[config.mk]
export PLATFORM = sky130hd
export DESIGN_NAME = rns_fast_base_extension
export DESIGN_NICKNAME = d
export VERILOG_FILES = /design/src/hdl/rfbe_pkg.sv /design/src/hdl/rfbe_ram.sv /design/src/hdl/rns_fast_base_extension.sv
export SDC_FILE = /design/constraint.sdc
export NUM_CORES = 2
export LEC_CHECK = 0
export BUFFER_PORTS_ARGS = -buffer_cell sky130_fd_sc_hd__buf_4
export CAP_MARGIN = 0
export CORE_MARGIN = 2
export CORE_UTILIZATION = 45
export CTS_CLUSTER_DIAMETER = 150
export DETAILED_ROUTE_END_ITERATION = 10
export PLACE_DENSITY = 0.65
export SLEW_MARGIN = 40
export SYNTH_ARGS = -nofsm -noshare
export SYNTH_HDL_FRONTEND = slang
export SYNTH_SLANG_ARGS = --single-unit
[constraint.sdc]
create_clock -name clock -period 22.6 [get_ports clock]
set_input_delay 4.52 -clock clock [delete_from_list [all_inputs] [get_ports clock]]
set_output_delay 4.52 -clock clock [all_outputs]
set_load 0.02 [all_outputs]
[src/hdl/rfbe_pkg.sv]
// Shared types and constants of the RNS fast base extension block.
// No dependencies; used by rns_fast_base_extension and its testbench.
`timescale 1ns / 1ps
package rfbe_pkg;

   localparam int DATA_W      = 60;              // residue and table word field
   localparam int IDX_W       = 3;               // limb index fields
   localparam int OP_W        = 3;
   localparam int BIT_W       = $clog2(DATA_W);  // bit counter of one serial pass
   localparam int REQ_TDATA_W = 72;              // op, source_index, target_index, value
   localparam int RSP_TDATA_W = 64;              // target_limb, residue

   typedef enum logic [OP_W-1:0] {
      OP_RESIDUE  = 3'd0,
      OP_SRC_MOD  = 3'd1,
      OP_TGT_MOD  = 3'd2,
      OP_QHAT_INV = 3'd3,
      OP_QHAT_TGT = 3'd4
   } op_type;

   typedef enum logic [2:0] {
      ST_IDLE,
      ST_SRC_RED,
      ST_SRC_MUL,
      ST_TGT_RED,
      ST_TGT_MUL,
      ST_ACC_RED,
      ST_ACC_ADD,
      ST_FINISH
   } state_type;

endpackage

[src/hdl/rfbe_ram.sv]
// Generic simple dual-port RAM: one write port, one read port, registered read.
// Depends on nothing but the timescale; holds the qHat-mod-target table.
`timescale 1ns / 1ps
module rfbe_ram #(
   parameter int WIDTH = 60,
   parameter int DEPTH = 32,
   localparam int AW = (DEPTH > 1) ? $clog2(DEPTH) : 1
) (
   input  logic             clock,
   input  logic             we,
   input  logic [AW-1:0]    waddr,
   input  logic [WIDTH-1:0] wdata,
   input  logic [AW-1:0]    raddr,
   output logic [WIDTH-1:0] rdata
);

   logic [WIDTH-1:0] mem_ff [DEPTH];
   logic [WIDTH-1:0] rdata_ff;

   always_ff @(posedge clock) begin
      if (we) begin
         mem_ff[waddr] <= wdata;
      end
      rdata_ff <= mem_ff[raddr];
   end

   assign rdata = rdata_ff;

endmodule

[src/hdl/rns_fast_base_extension.sv]
// Channel   Dir  Handshake            Payload
// req_      in   req_tvalid/tready    tdata: op, source_index, target_index, value; tlast: last
// rsp_      out  rsp_tvalid/tready    tdata: target_limb, residue; tlast: last_res
//
// A residue is processed by the single bit-serial modular multiply and reduce unit, which
// handles one bit of a 60-bit operand per cycle.
// Reset is synchronous, clears the sequencer and the accumulators and empties the result buffer.
// Results drain from a buffer while new requests are taken; a last residue waits only if
// the previous coefficient's results are still being read out.
// Depends on rfbe_pkg and rfbe_ram.
`timescale 1ns / 1ps
module rns_fast_base_extension
   import rfbe_pkg::*;
#(
   parameter int NUM_SOURCE   = 8,
   parameter int NUM_TARGET   = 4,
   parameter int MODULUS_BITS = 60
) (
   input  logic                   clock,
   input  logic                   reset,
   input  logic                   req_tvalid,
   output logic                   req_tready,
   // [2:0] op, [5:3] source_index, [8:6] target_index, [68:9] value, [71:69] zero
   input  logic [REQ_TDATA_W-1:0] req_tdata,
   input  logic                   req_tlast,
   output logic                   rsp_tvalid,
   input  logic                   rsp_tready,
   // [2:0] target_limb, [62:3] residue, [63] zero
   output logic [RSP_TDATA_W-1:0] rsp_tdata,
   output logic                   rsp_tlast
);

   localparam int WORD_W    = (MODULUS_BITS < DATA_W) ? MODULUS_BITS : DATA_W;
   localparam int T_W       = WORD_W + 2;
   localparam int SRC_IW    = (NUM_SOURCE > 1) ? $clog2(NUM_SOURCE) : 1;
   localparam int TGT_IW    = (NUM_TARGET > 1) ? $clog2(NUM_TARGET) : 1;
   localparam int QMT_DEPTH = NUM_SOURCE * NUM_TARGET;
   localparam int QMT_AW    = (QMT_DEPTH > 1) ? $clog2(QMT_DEPTH) : 1;

   // Request fields.
   logic [OP_W-1:0]   req_op;
   logic [IDX_W-1:0]  req_si;
   logic [IDX_W-1:0]  req_ti;
   logic [DATA_W-1:0] req_value;
   logic [WORD_W-1:0] req_word;
   logic              req_fire;
   logic              req_src_ok;
   logic              req_tgt_ok;

   // Tables.
   logic [WORD_W-1:0] src_mod_ff  [NUM_SOURCE];
   logic [WORD_W-1:0] qhat_inv_ff [NUM_SOURCE];
   logic [WORD_W-1:0] tgt_mod_ff  [NUM_TARGET];
   logic [WORD_W-1:0] acc_ff      [NUM_TARGET];
   logic [WORD_W-1:0] out_buf_ff  [NUM_TARGET];
   logic              qmt_we;
   logic [QMT_AW-1:0] qmt_waddr;
   logic [QMT_AW-1:0] qmt_raddr;
   logic [WORD_W-1:0] qmt_rdata;

   // Sequencer and datapath registers.
   state_type         state_ff, state_in;
   logic [BIT_W-1:0]  bit_ff, bit_in;
   logic [WORD_W-1:0] r_ff, r_in;
   logic [WORD_W-1:0] a_ff, a_in;
   logic [WORD_W-1:0] v_ff, v_in;
   logic [WORD_W-1:0] prod_ff, prod_in;
   logic [IDX_W-1:0]  si_ff;
   logic [DATA_W-1:0] val_ff;
   logic              last_ff;
   logic [TGT_IW-1:0] j_ff, j_in;
   logic              out_busy_ff, out_busy_in;
   logic [TGT_IW-1:0] out_idx_ff, out_idx_in;

   // Serial unit.
   logic              pass_active;
   logic              pass_done;
   logic [WORD_W-1:0] unit_mod;
   logic [WORD_W-1:0] unit_addend;
   logic [DATA_W-1:0] unit_opnd;
   logic              unit_bit;
   logic [T_W-1:0]    unit_t;
   logic [T_W-1:0]    unit_m1;
   logic [T_W-1:0]    unit_m2;
   logic [WORD_W-1:0] unit_res;
   logic [WORD_W-1:0] pass_res;
   logic [WORD_W:0]   add_sum;
   logic [WORD_W-1:0] add_res;
   logic              acc_we;
   logic              snap;
   logic              rsp_fire;
   logic [SRC_IW-1:0] sidx;
   logic              j_last;
   logic              out_last;

   assign req_op     = req_tdata[OP_W-1:0];
   assign req_si     = req_tdata[OP_W +: IDX_W];
   assign req_ti     = req_tdata[OP_W+IDX_W +: IDX_W];
   assign req_value  = req_tdata[OP_W+2*IDX_W +: DATA_W];
   assign req_word   = req_value[WORD_W-1:0];
   assign req_fire   = req_tvalid & req_tready;
   assign req_src_ok = {1'b0, req_si} < (IDX_W+1)'(NUM_SOURCE);
   assign req_tgt_ok = {1'b0, req_ti} < (IDX_W+1)'(NUM_TARGET);

   assign sidx     = si_ff[SRC_IW-1:0];
   assign j_last   = (j_ff == TGT_IW'(NUM_TARGET - 1));
   assign out_last = (out_idx_ff == TGT_IW'(NUM_TARGET - 1));
   assign rsp_fire = rsp_tvalid & rsp_tready;

   assign qmt_we    = req_fire && (req_op == OP_QHAT_TGT) && req_src_ok && req_tgt_ok;
   assign qmt_waddr = QMT_AW'(int'(req_si) * NUM_TARGET + int'(req_ti));
   assign qmt_raddr = QMT_AW'(int'(si_ff) * NUM_TARGET + int'(j_ff));

   rfbe_ram #(
      .WIDTH (WORD_W),
      .DEPTH (QMT_DEPTH)
   ) u_qmt_ram (
      .clock (clock),
      .we    (qmt_we),
      .waddr (qmt_waddr),
      .wdata (req_word),
      .raddr (qmt_raddr),
      .rdata (qmt_rdata)
   );

   // Operand selection for the shared unit. A reduce pass streams a value in with an
   // addend of one; a multiply pass streams the multiplier against a reduced addend.
   always_comb begin
      pass_active = 1'b1;
      unit_mod    = tgt_mod_ff[j_ff];
      unit_addend = WORD_W'(1);
      unit_opnd   = '0;
      case (state_ff)
         ST_SRC_RED: begin
            unit_mod  = src_mod_ff[sidx];
            unit_opnd = val_ff;
         end
         ST_SRC_MUL: begin
            unit_mod    = src_mod_ff[sidx];
            unit_addend = a_ff;
            unit_opnd   = DATA_W'(qhat_inv_ff[sidx]);
         end
         ST_TGT_RED: begin
            unit_opnd = DATA_W'(v_ff);
         end
         ST_TGT_MUL: begin
            unit_addend = a_ff;
            unit_opnd   = DATA_W'(qmt_rdata);
         end
         ST_ACC_RED: begin
            unit_opnd = DATA_W'(acc_ff[j_ff]);
         end
         default: begin
            pass_active = 1'b0;
         end
      endcase
   end

   // One step: r <- (2r + bit*addend) mod m. The sum stays below 3m, so one of two
   // parallel subtractions finishes the reduction.
   always_comb begin
      unit_bit = unit_opnd[bit_ff];
      unit_t   = (T_W'(r_ff) << 1) + (unit_bit ? T_W'(unit_addend) : T_W'(0));
      unit_m1  = T_W'(unit_mod);
      unit_m2  = T_W'(unit_mod) << 1;
      if (unit_t >= unit_m2) begin
         unit_res = WORD_W'(unit_t - unit_m2);
      end else if (unit_t >= unit_m1) begin
         unit_res = WORD_W'(unit_t - unit_m1);
      end else begin
         unit_res = WORD_W'(unit_t);
      end
      pass_res  = (unit_mod == '0) ? '0 : unit_res;
      pass_done = pass_active && (bit_ff == '0);
   end

   // Final modular add of the reduced accumulator and the new product.
   always_comb begin
      add_sum = {1'b0, a_ff} + {1'b0, prod_ff};
      if (tgt_mod_ff[j_ff] == '0) begin
         add_res = '0;
      end else if (add_sum >= {1'b0, tgt_mod_ff[j_ff]}) begin
         add_res = WORD_W'(add_sum - {1'b0, tgt_mod_ff[j_ff]});
      end else begin
         add_res = WORD_W'(add_sum);
      end
   end

   // Next state.
   always_comb begin
      state_in = state_ff;
      case (state_ff)
         ST_IDLE: begin
            if (req_fire && (req_op == OP_RESIDUE)) begin
               state_in = req_src_ok ? ST_SRC_RED : ST_FINISH;
            end
         end
         ST_SRC_RED: if (pass_done) state_in = ST_SRC_MUL;
         ST_SRC_MUL: if (pass_done) state_in = ST_TGT_RED;
         ST_TGT_RED: if (pass_done) state_in = ST_TGT_MUL;
         ST_TGT_MUL: if (pass_done) state_in = ST_ACC_RED;
         ST_ACC_RED: if (pass_done) state_in = ST_ACC_ADD;
         ST_ACC_ADD: begin
            state_in = j_last ? ST_FINISH : ST_TGT_RED;
         end
         ST_FINISH: begin
            if (!last_ff || !out_busy_ff) begin
               state_in = ST_IDLE;
            end
         end
         default: state_in = ST_IDLE;
      endcase
   end

   // Outputs and datapath next values.
   always_comb begin
      req_tready = (state_ff == ST_IDLE);
      acc_we     = (state_ff == ST_ACC_ADD);
      snap       = (state_ff == ST_FINISH) && last_ff && !out_busy_ff;

      bit_in  = (pass_done || !pass_active) ? BIT_W'(DATA_W - 1) : bit_ff - BIT_W'(1);
      r_in    = (pass_done || !pass_active) ? '0 : unit_res;
      a_in    = a_ff;
      v_in    = v_ff;
      prod_in = prod_ff;
      j_in    = j_ff;
      if (pass_done) begin
         case (state_ff)
            ST_SRC_RED: a_in = pass_res;
            ST_SRC_MUL: begin
               v_in = pass_res;
               j_in = '0;
            end
            ST_TGT_RED: a_in    = pass_res;
            ST_TGT_MUL: prod_in = pass_res;
            ST_ACC_RED: a_in    = pass_res;
            default:    a_in    = a_ff;
         endcase
      end
      if (acc_we && !j_last) begin
         j_in = j_ff + TGT_IW'(1);
      end

      out_busy_in = out_busy_ff;
      out_idx_in  = out_idx_ff;
      if (snap) begin
         out_busy_in = 1'b1;
         out_idx_in  = '0;
      end else if (rsp_fire) begin
         if (out_last) begin
            out_busy_in = 1'b0;
         end else begin
            out_idx_in = out_idx_ff + TGT_IW'(1);
         end
      end

      rsp_tvalid = out_busy_ff;
      rsp_tlast  = out_last;
      rsp_tdata  = RSP_TDATA_W'({DATA_W'(out_buf_ff[out_idx_ff]), IDX_W'(out_idx_ff)});
   end

   always_ff @(posedge clock) begin
      if (reset) begin
         state_ff    <= ST_IDLE;
         out_busy_ff <= 1'b0;
         for (int k = 0; k < NUM_TARGET; k++) begin
            acc_ff[k] <= '0;
         end
      end else begin
         state_ff    <= state_in;
         out_busy_ff <= out_busy_in;
         if (snap) begin
            for (int k = 0; k < NUM_TARGET; k++) begin
               acc_ff[k] <= '0;
            end
         end else if (acc_we) begin
            acc_ff[j_ff] <= add_res;
         end
      end
   end

   always_ff @(posedge clock) begin
      bit_ff     <= bit_in;
      r_ff       <= r_in;
      a_ff       <= a_in;
      v_ff       <= v_in;
      prod_ff    <= prod_in;
      j_ff       <= j_in;
      out_idx_ff <= out_idx_in;
      if (req_fire && (req_op == OP_RESIDUE)) begin
         si_ff   <= req_si;
         val_ff  <= req_value;
         last_ff <= req_tlast;
      end
      if (req_fire && (req_op == OP_SRC_MOD) && req_src_ok) begin
         src_mod_ff[req_si[SRC_IW-1:0]] <= req_word;
      end
      if (req_fire && (req_op == OP_QHAT_INV) && req_src_ok) begin
         qhat_inv_ff[req_si[SRC_IW-1:0]] <= req_word;
      end
      if (req_fire && (req_op == OP_TGT_MOD) && req_tgt_ok) begin
         tgt_mod_ff[req_ti[TGT_IW-1:0]] <= req_word;
      end
      if (snap) begin
         for (int k = 0; k < NUM_TARGET; k++) begin
            out_buf_ff[k] <= acc_ff[k];
         end
      end
   end

   // A serial pass always ends fully reduced when its modulus is nonzero.
   a_pass_reduced: assert property (@(posedge clock) disable iff (reset)
      (pass_done && (unit_mod != '0)) |-> (unit_res < unit_mod))
      else $error("serial pass result not below its modulus");

   // The result buffer is only loaded from the finishing step of a last residue.
   a_buf_load: assert property (@(posedge clock) disable iff (reset)
      $rose(out_busy_ff) |-> ($past(state_ff) == ST_FINISH) && $past(last_ff))
      else $error("result buffer loaded outside the finishing step");

   // The final result of a coefficient empties the buffer.
   a_drain_end: assert property (@(posedge clock) disable iff (reset)
      (rsp_fire && rsp_tlast) |=> !rsp_tvalid)
      else $error("results continue past the last one");

   // The first accumulator starts from zero after a coefficient is handed off.
   a_acc_clear: assert property (@(posedge clock) disable iff (reset)
      snap |=> (acc_ff[0] == '0))
      else $error("accumulator not cleared after hand-off");

endmodule

==> flow_summary.toml <==
[floorplanning]
die-area_um2 = 383000
rows = 225
num_io_pins = 144
coreArea_um2 = 376000
die_h_um = 619
die_w_um = 619
start_util_pct = 45.3

[placement]
gp_congestion = 1.00
numPortBuffers = 138
hpwl_mm = 330
place_worst_setup_slack_ns = 7.27
place_area_um2 = 178000
dp.cells = 14406

[global_routing]
grt_pass1_wl_mm = 704
gr-total-overflow = 0
antenna_found_initial = 46
grt_max_degree = 105
grt_usage_pct = 26.0
grt_pass1_vias = 93368

[power_and_ir_drop]
p_per_area_nw_per_um2 = 81.3
p_leak_nw = 63.7
peakVddDrop_mv = 0.0693
finalPower_mw = 15.6

[critical_path]
crit_path_start_kind = "register"
crit_slowest_cell = "o21ai_0"
slowest_delay_ns = 0.79
path_max_fanout = 70
crit_required_ns = 23.25
r2r_slack_ns = 6.67
reg2reg_to = "prod_ff[23]"
cp.arrival_ns = 16.58
cpMostUsedCell = "buf_4"
rr_worst_depth = 41
worstSetupPathType = "reg -> reg"
worst_setup_path_end_kind = "register"

[sta]
finalClockSkew_ns = 0.0985
min_period_over_period_pct = 70.5
tightest_slew_ns = 0.933
tns_ns = 0
setup_slack_ns = 6.67
hold_ws_ns = 0.433
finalSetupViolCount = 0
maxSlewViolCount = 0
period_minus_slack_ns = 15.93
hold_viol = 0
fmax_mhz = 62.8
grt_setup_unrepaired = "no"
slew-limit-headroom_pct = 37.5

[clock_tree]
postCtsSetupRepairBufs = 0
clock-root-buffer = "clkbuf_16"
clk_path_buf_depth = 4
clkTransAtPathRegs_ns = 0.06
cts_tree = "yes"
cts_hold_buf = 0
cts.sinks = 3985
cts_max_level = 5
ctsResizeCount = 0
cts_buffers = 399
insertion_delay_ns = 1.01

[detailed_routing]
dr_total_vias = 93857
drc = 0
via_per_inst = 6.19
ant_nets = 0
drtIter0Drc = 11306
drt-wirelength-per-cell_um = 33.2
routed_wl_mm = 504
dr.pass1.iters = 8

[synthesis]
synth_common_cells = "3846 x edfxtp_1, 1006 x mux4_2, 570 x nor2_1, 405 x nand2_1, 362 x a21oi_1"
muxShareOfSynthArea_pct = 15.2
synthTopCellsByArea = "edfxtp_1 68%, mux4_2 13%, ha_1 2.2%"
async_flop_share_pct = 0
yosysWarnings = 0
synth.most_common_cell = "edfxtp_1"
ys_ff_latch = 3985
synth_edf_count = 3846
synth_largest_area_cell = "edfxtp_1"
synth_seq_area_share_pct = 69.4
syn_avg_cell_area_um2 = 17.9
yosysTopAreaCellShare_pct = 67.8
synth_top_family_by_area = "multiplexers"
synthAdderAreaFrac_pct = 2.27
ys.flop_type = "edfxtp_1"
syn-cell-area_um2 = 170000
synthCells = 9493
synth-compound-area-share_pct = 5.58
synth_cell_types = 133
synth-xor-area-share_pct = 1.43
yosys.area_share.simple_pct = 4.51

[final_layout]
syn_to_final_growth_pct = 12.5
nFillCells = 30088
nets = 10191
final_util_pct = 50.9
layout.cells.non_filler = 15169
design_area_um2 = 192000
drive_gt1_share_pct = 22.6

[job]
cap_viol_max_count = 0

[hold_path]
hold-path-cell-count = 0
min_from = "acc_ff[2][51]"
worstHoldEndpoint = "out_buf_ff[2][51]"
hold_path.class = "reg -> reg"

[status]
status = "finished, final reports clean"
per-layer routing:
| metal | share of wire [%] | wire length, um | vias to the layer above | global-route usage (%) |
|---|---|---|---|---|
| li1 | - | - | 39303 | - |
| met2 | 49 | 248000 | 4030 | 43.4 |
| met4 | 3.8 | 19400 | 14 | 9.22 |
| met1 | 40 | 201000 | 49703 | 35.0 |
| met3 | 7.0 | 35500 | 807 | 3.49 |
| met5 | 0.020 | 103 | - | 0 |
worst max-delay path, delay by kind of cell (launching register included):
kind	cells	cell delay (ns)
and+or+nand+nor	13	4.83
muxes	2	0.52
xor gates and xnor gates	2	0.55
adders and majority gates	3	0.97
DFF	1	0.68
buffers and inverters	7	2.58
AOI/OAI and AO/OA	14	5.08
worst max path at each step:
stage | end | slack, ns
finish | prod_ff[23] | 6.67
global route | prod_ff[56] | 6.65
CTS | prod_ff[56] | 7.13
detailed placement | a_ff[23] | 7.27
global placement | a_ff[23] | 6.66
floorplan | acc_ff[0][0] | 7.36
power breakdown:
| part | internal, mW | switching [mW] | total, mW |
|---|---|---|---|
| clock | 3.77 | 2.86 | 6.64 |
| combinational | 0.236 | 0.547 | 0.783 |
| sequential | 8.12 | 0.0274 | 8.15 |
| total | 12.1 | 3.44 | 15.6 |
kinds of logic after synthesis:
logic type,Yosys count
other,1
AOI/OAI and AO/OA,1411
buffers and inverters,624
xor gates and xnor gates,276
DFF,3985
muxes,1281
and+or+nand+nor,1608
adders and majority gates,307
cell usage in the layout, fill, tap and decap left out, types with 98 or more instances in the layout:
master / count
buf_4: 307
nand2_1: 400
o21ai_0: 227
clkbuf_16: 402
inv_1: 168
a21o_1: 188
and2_1: 98
mux4_2: 1006
xnor2_1: 183
a21oi_1: 362
nor2_1: 520
dfxtp_1: 129
ha_1: 295
mux2i_1: 156
edfxtp_1: 3846
sequential cells by signal, summed over array words and instances, names as in the netlist, named ones only:
signal            cells
u_qmt_ram.mem_ff   1920
qhat_inv_ff         480
src_mod_ff          480
acc_ff              240
out_buf_ff          240
tgt_mod_ff          240
a_ff                 60
prod_ff              60
r_ff                 60
u_qmt_ram.rdata      60
v_ff                 60
val_ff               60
bit_ff                6
si_ff                 3
state_ff              3
j_ff                  2
out_idx_ff            2
last_ff               1
rsp_tvalid            1
area by class of cell:
| class | instances | area [um2] | share of cell area, % |
|---|---|---|---|
| inverters | 174 | 656 | 0.342 |
| repair buffers | 369 | 3160 | 1.65 |
| diodes | 25 | 62.6 | 0.0327 |
| flip-flops and latches | 3985 | 118000 | 61.8 |
| multi-input cells | 4885 | 50000 | 26.1 |
| clock buffers | 501 | 10700 | 5.58 |
| clock inverters | 236 | 2470 | 1.29 |
| well taps | 4994 | 6250 | 3.26 |
Power figures use the tool's default switching activity.
